--- config.mk ---
export PLATFORM = sky130hd
export DESIGN_NAME = chm_ctrl
export DESIGN_NICKNAME = d
export VERILOG_FILES = /design/src/rtl/chm_pkg.sv /design/src/rtl/chm_ctrl.sv
export SDC_FILE = /design/constraint.sdc
export NUM_CORES = 1
export LEC_CHECK = 0
export ABC_AREA = 1
export BUFFER_PORTS_ARGS = -buffer_cell sky130_fd_sc_hd__buf_2
export CORE_AREA = 2 2 39 41
export DETAILED_ROUTE_END_ITERATION = 7
export DIE_AREA = 0 0 41 43
export PLACE_DENSITY = 0.38
export SLEW_MARGIN = 5
export SYNTH_ARGS = -nofsm -noshare
export SYNTH_HDL_FRONTEND = slang
export SYNTH_SLANG_ARGS = --single-unit
--- constraint.sdc ---
create_clock -name clock -period 1.38 [get_ports clock]
set_input_delay 0.138 -clock clock [delete_from_list [all_inputs] [get_ports clock]]
set_output_delay 0.138 -clock clock [all_outputs]
set_load 0.02 [all_outputs]
--- src/rtl/chm_pkg.sv ---
package chm_pkg;

   localparam int KEY_BITS = 32;
   localparam int OUT_BITS = 32;

   // func codes
   localparam logic FUNC_INSERT = 1'b0;
   localparam logic FUNC_LOOKUP = 1'b1;

   // status codes
   localparam logic [1:0] ST_OK   = 2'd0;
   localparam logic [1:0] ST_DUP  = 2'd1;
   localparam logic [1:0] ST_MISS = 2'd2;
   localparam logic [1:0] ST_FULL = 2'd3;

   // sequencer -> datapath
   typedef struct packed {
      logic clear_step;   // write empty marker to next bucket head
      logic capture;      // latch request, read bucket head
      logic load_head;    // read node at bucket head
      logic follow_next;  // read node at next pointer
      logic finish;       // commit result (and insert)
      logic hit;          // key found on the walk
   } chm_cmd_type;

   // datapath -> sequencer
   typedef struct packed {
      logic clear_done;
      logic head_null;
      logic key_match;
      logic next_null;
   } chm_sts_type;

endpackage

--- src/rtl/chm_ctrl.sv ---
module chm_ctrl (
   input  logic                 clock,
   input  logic                 reset,
   input  logic                 start,
   input  chm_pkg::chm_sts_type sts,
   output chm_pkg::chm_cmd_type cmd,
   output logic                 busy
);
   import chm_pkg::*;

   localparam logic [1:0] S_CLEAR = 2'd0;
   localparam logic [1:0] S_IDLE  = 2'd1;
   localparam logic [1:0] S_HEAD  = 2'd2;
   localparam logic [1:0] S_NODE  = 2'd3;

   logic [1:0] state_ff;
   logic [1:0] state_in;

   always_ff @(posedge clock) begin
      if (reset) begin
         state_ff <= S_CLEAR;
      end else begin
         state_ff <= state_in;
      end
   end

   always_comb begin
      cmd      = '0;
      state_in = state_ff;
      case (state_ff)
         S_CLEAR: begin
            cmd.clear_step = 1'b1;
            if (sts.clear_done) state_in = S_IDLE;
         end
         S_IDLE: begin
            if (start) begin
               cmd.capture = 1'b1;
               state_in    = S_HEAD;
            end
         end
         S_HEAD: begin
            if (sts.head_null) begin
               cmd.finish = 1'b1;
               state_in   = S_IDLE;
            end else begin
               cmd.load_head = 1'b1;
               state_in      = S_NODE;
            end
         end
         S_NODE: begin
            if (sts.key_match) begin
               cmd.finish = 1'b1;
               cmd.hit    = 1'b1;
               state_in   = S_IDLE;
            end else if (sts.next_null) begin
               cmd.finish = 1'b1;
               state_in   = S_IDLE;
            end else begin
               cmd.follow_next = 1'b1;
            end
         end
         default: begin
            state_in = S_CLEAR;
         end
      endcase
   end

   assign busy = (state_ff != S_IDLE);

endmodule

Word-level counts from Yosys, hierarchy flattened
Cells that the tools add are included.
{"block": "totals", "regBits": 2, "latch_bits": 0, "ramBits": 0, "rom_bits": 0, "inputBits": 7, "memories": 0}
{"block": "op_classes", "add_sub_neg": 0, "multipliers": 0, "n_div": 0, "order_cmp": 0, "n_eq_ne": 7, "n_shift": 0, "mux": 20, "bitwise": 0, "reduce_logical": 2}
{"cell": "1-bit two-way mux", "n": 13}
{"cell": "2-bit two-way mux", "n": 5}
{"cell": "2-bit case mux with 4 select lines", "n": 1}
{"cell": "2-bit == test (second input constant)", "n": 2}
{"cell": "2-bit inequality test (second input constant)", "n": 2}
{"cell": "3-bit inequality test (second input constant)", "n": 1}
{"cell": "3-bit AND reduction", "n": 1}
{"cell": "2-bit by 1-bit == test with 1-bit output (second input constant)", "n": 1}
{"cell": "2-bit logical NOT", "n": 1}
{"cell": "2-bit by 1-bit inequality test with 1-bit output (second input constant)", "n": 1}
{"cell": "1-bit case mux with 2 select lines", "n": 1}

Logic depth before layout (Yosys ltp)
Gate-level depths: netlist of run 1.
{"block": "depth", "depth_word": 3, "mapped_depth": 7, "depth_no_buf": 7}

Least setup slack after synthesis of run 1
Ideal clock, no wire load.
{"block": "synth_path", "kind": "reg2reg", "start": "register state_ff[0]", "end": "register state_ff[0]", "arrival_ns": 1.172, "required_time_ns": 1.266, "path_slack_ns": 0.094, "stages_incl_launch_ff": 7, "n_path_buf": 0, "path_cell_list": "dfxtp_1 -> bufinv_8 -> ha_1 -> nand2_1 -> nand3_2 -> nor2_1 -> nor2_2"}
{"block": "synth_via", "elab_chain_len": 3}
{"item": "start, declared", "line_no": "chm_ctrl.sv:16", "text": "logic [1:0] state_ff;"}
{"item": "start signal, assigned", "line_no": "chm_ctrl.sv:23", "text": "state_ff <= state_in;"}
{"item": "2-bit == test, or another cell as far along", "line_no": "chm_ctrl.sv:30", "text": "case (state_ff)"}
{"item": "3-bit inequality test (no source line) / 2-bit inequality test (equally long branches)"}
{"item": "3-bit AND reduction (no source line)"}
Several ways; a longest one is shown, not always the timed one.
A chain may end at the register's enable or synchronous reset.

==> implementation parameters, run 1 <==
Parameter                              Value

Outcome
  Outcome    finished, final reports clean

Yosys
  Synth Area per Inst    6.980 um2
  Synthesized area    265.3 um2
  Distinct cell type count of the synthesized netlist    12
  Yosys warning count    0
  Number of instances in the synthesized netlist    38
  Register bit count reported by yosys    2
  Sequential share of the synthesized area    15.09%
  Synthesized Nets    50

Clock tree
  Number of sinks driven by the clock tree    2
  Clock root buffer    sky130_fd_sc_hd__clkbuf_4
  CTS clk-pin slew, worst paths    0.03 ns
  Clk buf depth    2
  CTS tree    done
  Num CTS Buffers    3
  Clock latency on the worst-skew pair    0.22 ns
  CTS hold repair buffers    0
  H-Tree Depth    1

Routing
  DRC viols    0
  Average detailed-routed wire length per instance    7.085 um
  Via count normalized by instance count    3.521
  Routed wire length    503 um
  Antenna violation net count after detailed routing    0
  First-pass detailed-route iteration total    4
  Total via count after detailed routing    250
  Initial drt markers    5

Critical path
  Cell depth of the worst flop-to-flop path    7
  Delay of the slowest critical-path stage    0.35 ns
  Launching element type of the critical path    register
  Maximum net fanout on the critical path    4
  Kind of end point of the critical path    output pin
  Worst R2R Setup Slack    0.13 ns
  Reg-to-Reg End    state_ff[1]$_SDFFE_PP0P_
  Data arrival time of the worst path    1.20 ns
  Crit Path Class    reg -> out
  Critical Path Slowest Stage Cell    sky130_fd_sc_hd__dfxtp_4
  Reg2reg start    state_ff[0]$_SDFFE_PP0P_
  Required time at the endpoint of the critical path    1.24 ns
  Critical-path cell list    bufinv_8 -> ha_2 -> nand2_1 -> inv_1 -> buf_4

Global route
  Via count of the first global-routing pass    207
  Largest net degree at the start of global routing    5
  Final global-route overflow total    0
  Total global routing track utilization    6.607%
  Initial antenna violation count    0
  First-pass GRT wire length    793 um

Layout
  Registers with the most flip-flops    state_ff: 2 flops
  Number of nets in the final layout    69
  Count of antenna diodes in the layout    0
  Filler-free cell count of the finished design    71
  Synthesis-to-finish area growth    50.00%
  Top register by number of flip-flops    state_ff
  Largest register FFs    2
  Share of cells above drive strength 1    49.09%

Die
  Height of the die    43 um
  Starting density of the core    19.17%
  Placeable core region    1384 um2
  Width of the die    41 um
  Number of standard-cell rows in the floorplan    14
  Io pins    14
  Die ar.    1763 um2

Hold path
  Instance count along the most critical hold path    4
  Hold Path Origin    reset
  Hold/Removal Path Class    in -> reg
  Sink of the worst hold path    state_ff[0]$_SDFFE_PP0P_

Place
  Worst slack, placed    0.09047 ns
  Final weighted congestion in routability-driven placement    0.6823
  Placed wire-length estimate after detailed placement    445.2 um
  Number of port buffers    13
  Number of cells after detailed placement    67

Timing
  Period utilization    96.65%
  Hold Worst Slack    0.1986 ns
  Post-layout worst setup margin    0.04625 ns
  Post-route clock skew    0.0004980 ns
  Maximum operating frequency    749.8 MHz
  Number of endpoints failing setup at the final stage    0
  Final-report hold violation count    0
  Slew headroom    90.63%
  RSZ-0062 raised after global routing    true
  Fin. max-slew vios    0
  Actual slew at the worst max-slew pin    0.1400 ns
  Minimum period implied by the final worst setup slack    1.334 ns

Pwr
  Design Power    0.0005690 W
  P per Cell Area    1430 nW/um2
  IR drop worst, VDD    626.5 uV
  Leakage dissipation    0.2599 nW

Flow run
  Max Cap Viol    0
cells in the mapped netlist:
library cell               number  share of area (%)
sky130_fd_sc_hd__clkinv_1       1                1.4
sky130_fd_sc_hd__inv_1          8                 11
sky130_fd_sc_hd__ha_1           5                 24
sky130_fd_sc_hd__nand2_1       11                 16
sky130_fd_sc_hd__a21boi_1       1                2.8
sky130_fd_sc_hd__o21ai_1        1                1.9
sky130_fd_sc_hd__nand3_2        1                3.8
sky130_fd_sc_hd__dfxtp_1        2                 15
sky130_fd_sc_hd__nor2_1         3                4.2
sky130_fd_sc_hd__nand2_2        1                2.4
sky130_fd_sc_hd__bufinv_8       2                 13
sky130_fd_sc_hd__nor2_2         2                4.7
cell families after synthesis:
group | share of synthesized area, %
AO/OA/AOI/OAI | 4.716
AND/OR/NAND/NOR | 30.66
adder cells (fa/ha/maj) | 23.58
flip-flops | 15.09
buffers and inverters | 25.94
placed cells by master, fill, tap and decap left out:
| master | n |
|---|---|
| sky130_fd_sc_hd__dfxtp_4 | 2 |
| sky130_fd_sc_hd__nand2_1 | 11 |
| sky130_fd_sc_hd__nor2_2 | 2 |
| sky130_fd_sc_hd__buf_2 | 11 |
| sky130_fd_sc_hd__inv_1 | 8 |
| sky130_fd_sc_hd__nor2_1 | 3 |
| sky130_fd_sc_hd__o21ai_1 | 1 |
| sky130_fd_sc_hd__ha_2 | 2 |
| sky130_fd_sc_hd__ha_1 | 3 |
| sky130_fd_sc_hd__clkinv_1 | 1 |
| sky130_fd_sc_hd__a21boi_1 | 1 |
| sky130_fd_sc_hd__clkbuf_4 | 3 |
| sky130_fd_sc_hd__buf_4 | 3 |
| sky130_fd_sc_hd__nand3_2 | 1 |
| sky130_fd_sc_hd__bufinv_8 | 2 |
| sky130_fd_sc_hd__nand2_2 | 1 |
worst max-delay path: cells and delay by family, from the launching register on:
kind                     cells  cell delay [ns]
adder cells (fa/ha/maj)      1             0.18
AND/OR/NAND/NOR              1             0.08
flip-flops                   1             0.35
buffers and inverters        3             0.36
how the worst max path moves through the flow:
stage	to	slack [ns]	startpoint	cells past startpoint
after floorplan	state_ff[0]$_SDFFE_PP0P_	0.09	state_ff[0]$_SDFFE_PP0P_	6
after global placement	state_ff[1]$_SDFFE_PP0P_	0.08	state_ff[0]$_SDFFE_PP0P_	5
after detailed placement	state_ff[1]$_SDFFE_PP0P_	0.09	state_ff[0]$_SDFFE_PP0P_	5
after CTS	cmd[3]	-0.02	state_ff[0]$_SDFFE_PP0P_	5
after global routing	cmd[3]	-0.009	state_ff[0]$_SDFFE_PP0P_	5
final	cmd[3]	0.05	state_ff[0]$_SDFFE_PP0P_	5
area by class of cell:
class / instances / area [um2]
Tap cell: 16 / 20.02
Inverter: 11 / 68.82
Clock buffer: 3 / 22.52
Multi-Input combinational cell: 25 / 161.4
Timing Repair Buffer: 14 / 77.57
Sequential cell: 2 / 47.55
Fill cell: 164 / 985.9
routing by layer:
| metal | wire length, um | GRT usage, % | vias to the layer above |
|---|---|---|---|
| met5 | 0 | 0 | - |
| met4 | 0 | 2.000 | 0 |
| met3 | 40 | 3.141 | 0 |
| met2 | 225 | 10.00 | 8 |
| met1 | 237 | 7.962 | 100 |
| li1 | - | - | 142 |
per-stage QoR:
stage | TNS, ns | area, um2 | util [%]
floorplan | 0 | 265.3 | -
CTS | -0.02344 | 375.4 | 27.12
global placement | 0 | 350.3 | 25.32
global route | -0.01030 | 397.9 | 28.75
finish | 0 | 397.9 | 28.75
detailed placement | 0 | 350.3 | 25.32
where the power goes:
group,switching [W],leakage [nW],internal [W]
Combinational,0.000171,0.228,0.000166
Clock,0.0000308,0.0138,0.0000957
Sequential,0.0000204,0.0178,0.0000851
Total,0.000222,0.260,0.000347
timing repair:
item                                    in CTS  in global routing
endpoints found under the setup margin       4                  4
pin swaps                                    1                  1
setup buffers                                0                  1
endpoints found under the hold margin        0                  0
resized for setup                            2                  6
Power figures use the tool's default switching activity.
==> run 2: changes to the inputs <==
--- a/config.mk
+++ b/config.mk
@@ -7,9 +7,10 @@
 export LEC_CHECK = 0
 export ABC_AREA = 1
 export BUFFER_PORTS_ARGS = -buffer_cell sky130_fd_sc_hd__buf_2
-export CORE_AREA = 2 2 39 41
+export CORE_AREA = 4 4 41 43
+export CTS_BUF_LIST = sky130_fd_sc_hd__clkbuf_4
 export DETAILED_ROUTE_END_ITERATION = 7
-export DIE_AREA = 0 0 41 43
+export DIE_AREA = 0 0 45 47
 export PLACE_DENSITY = 0.38
 export SLEW_MARGIN = 5
 export SYNTH_ARGS = -nofsm -noshare
==> run 2 against run 1 <==
- routed wire length up 12%
- largest cell class unchanged
- register-to-register slack improved by 0.08 ns
- global-route usage grew 0.34 points
- total power up 3.3%
==> implementation parameters, run 2 (same netlist as run 1, synthesis figures left out) <==
Parameter                              Value

Clock tree
  CTS tree    done
  Number of sinks driven by the clock tree    2 (unchanged)
  Clock root buffer    sky130_fd_sc_hd__clkbuf_4
  H-Tree Depth    1 (unchanged)
  Num CTS Buffers    3 (unchanged)
  Clk buf depth    2 (unchanged)
  CTS hold repair buffers    0 (unchanged)
  CTS clk-pin slew, worst paths    0.03 ns (about the same)
  Clock latency on the worst-skew pair    0.22 ns (about the same)

Timing
  Post-route clock skew    0.0004511 ns (-0.00004691 ns)
  Period utilization    93.52% (-3.1 points)
  Maximum operating frequency    774.9 MHz (+3.3%)
  Fin. max-slew vios    0 (unchanged)
  Number of endpoints failing setup at the final stage    0 (unchanged)
  Actual slew at the worst max-slew pin    0.1188 ns (-0.02122 ns)
  Final-report hold violation count    0 (unchanged)
  Slew headroom    92.05% (+1.4 points)
  Minimum period implied by the final worst setup slack    1.291 ns (-0.04322 ns)
  Setup total negative slack    0 ns (unchanged)

Global route
  Largest net degree at the start of global routing    5 (unchanged)
  First-pass GRT wire length    986 um (+24%)
  Via count of the first global-routing pass    258 (+25%)
  Final global-route overflow total    0 (unchanged)
  Total global routing track utilization    6.946% (+0.34 points)
  Initial antenna violation count    0 (unchanged)

Critical path
  Delay of the slowest critical-path stage    0.32 ns (-0.03 ns)
  Launching element type of the critical path    register
  Data arrival time of the worst path    1.15 ns (-0.05 ns)
  Critical path destination    busy
  Worst R2R Setup Slack    0.21 ns (+0.08 ns)
  Kind of cell with the highest combined delay on the critical path    buffers and inverters
  Critical Path Slowest Stage Cell    sky130_fd_sc_hd__dfxtp_1
  Reg2reg start    state_ff[1]$_SDFFE_PP0P_
  Total number of cells along the worst setup path    4 (-1)
  Critical path launch point    state_ff[1]$_SDFFE_PP0P_
  Critical-path cell list    bufinv_8 -> ha_2 -> inv_1 -> buf_4
  Maximum net fanout on the critical path    3 (-1)
  Cell depth of the worst flop-to-flop path    5 (-2)
  Required time at the endpoint of the critical path    1.24 ns (about the same)
  Kind of end point of the critical path    output pin
  Crit Path Class    reg -> out
  Critical path buffer and inverter count    3 (unchanged)
  Reg-to-Reg End    state_ff[1]$_SDFFE_PP0P_

Outcome
  Outcome    finished, final reports clean

Layout
  Largest register FFs    2 (unchanged)
  Registers with the most flip-flops    state_ff: 2 flops
  Number of filler cells placed in the layout    156 (-4.9%)
  Number of nets in the final layout    70 (+1.4%)
  Top register by number of flip-flops    state_ff
  Share of cells above drive strength 1    50.00% (+0.91 points)
  Count of antenna diodes in the layout    0 (unchanged)
  Top library cells by usage in the layout, fill and taps aside    sky130_fd_sc_hd__buf_2 (12), sky130_fd_sc_hd__nand2_1 (10), sky130_fd_sc_hd__inv_1 (8)
  Most common cell after layout, fill and taps aside    sky130_fd_sc_hd__buf_2
  Synthesis-to-finish area growth    50.00% (unchanged)

Die
  Height of the die    47 um (+9.3%)
  Placeable core region    1301 um2 (-6.0%)
  Io pins    14 (unchanged)
  Width of the die    45 um (+9.8%)
  Number of standard-cell rows in the floorplan    13 (-1)
  Die ar.    2115 um2 (+20%)
  Starting density of the core    20.38% (+1.2 points)

Routing
  Initial drt markers    1 (-4)
  First-pass detailed-route iteration total    2 (-2)
  Total via count after detailed routing    262 (+4.8%)
  Via count normalized by instance count    3.690 (+4.8%)
  Antenna violation net count after detailed routing    0 (unchanged)
  Routed wire length    565 um (+12%)
  Average detailed-routed wire length per instance    7.958 um (+12%)
  DRC viols    0 (unchanged)

Place
  Final weighted congestion in routability-driven placement    0.6834 (+0.16%)
  Number of port buffers    13 (unchanged)
  Placed wire-length estimate after detailed placement    461.9 um (+3.8%)

Flow run
  Max Cap Viol    0 (unchanged)

Pwr
  Leakage dissipation    0.2657 nW (+2.2%)
  Design Power    0.0005879 W (+3.3%)
  IR drop worst, VDD    580.6 uV (-7.3%)
  P per Cell Area    1478 nW/um2 (+3.3%)

Hold path
  Hold/Removal Path Class    in -> reg
-- run 2: power breakdown --
group | switching [W] | internal, W | leakage [nW]
clock network | 0.0000315 | 0.0000958 | 0.0138
registers | 0.00000884 | 0.0000777 | 0.0168
logic | 0.000192 | 0.000182 | 0.235
-- run 2: worst reg2reg max path, delay by kind of cell, from the launching register on --
kind,cells,cell delay [ns]
AND/OR/NAND/NOR,2,0.18
buffers and inverters,1,0.18
AO/OA/AOI/OAI,1,0.12
flip-flops,1,0.32
adder cells (fa/ha/maj),1,0.26
-- run 2: worst min path at each step --
stage | start | to | slack (ns) | depth (start not counted)
after floorplan | reset | state_ff[0]$_SDFFE_PP0P_ | 0.32 | 3
final | reset | state_ff[0]$_SDFFE_PP0P_ | 0.19 | 4
after CTS | reset | state_ff[0]$_SDFFE_PP0P_ | 0.19 | 4
after detailed placement | reset | state_ff[0]$_SDFFE_PP0P_ | 0.44 | 4
after global routing | reset | state_ff[0]$_SDFFE_PP0P_ | 0.21 | 4
after global placement | reset | state_ff[0]$_SDFFE_PP0P_ | 0.44 | 4
-- run 2: cell type report --
cell class | count | area [um2] | area share [%]
clock buffer | 3 | 22.52 | 5.660
inverter | 11 | 68.82 | 17.30
multi-input combinational | 25 | 163.9 | 41.19
sequential | 2 | 41.29 | 10.38
tap | 15 | 18.77 | 4.717
timing repair buffer | 15 | 82.58 | 20.75
-- run 2: metrics by stage --
step | hold WS (ns) | instance area [um2] | utilization (%) | instances | setup WS (ns)
final | 0.1944 | 397.9 | 30.58 | 71 | 0.08947
after global placement | 0.4367 | 356.6 | 27.40 | 67 | 0.07541
after global routing | 0.2056 | 397.9 | 30.58 | 71 | -0.0009975
after CTS | 0.1891 | 387.9 | 29.81 | 71 | 0.02220
after detailed placement | 0.4351 | 356.6 | 27.40 | 67 | 0.1123
after floorplan | 0.3169 | 265.3 | - | 38 | 0.09398
-- run 2: layer usage --
metal	vias up	wire length, um	track usage, %
met2	8	257	9.322
met1	111	267	7.483
met5	-	0	0
met4	0	0	8.772
li1	143	-	-
met3	0	40	2.682
-- run 2: what timing repair did --
| action | CTS | global route |
|---|---|---|
| resized for setup | 1 | 4 |
| endpoints found under the setup margin | 2 | 4 |
| buffers inserted | 1 | 0 |
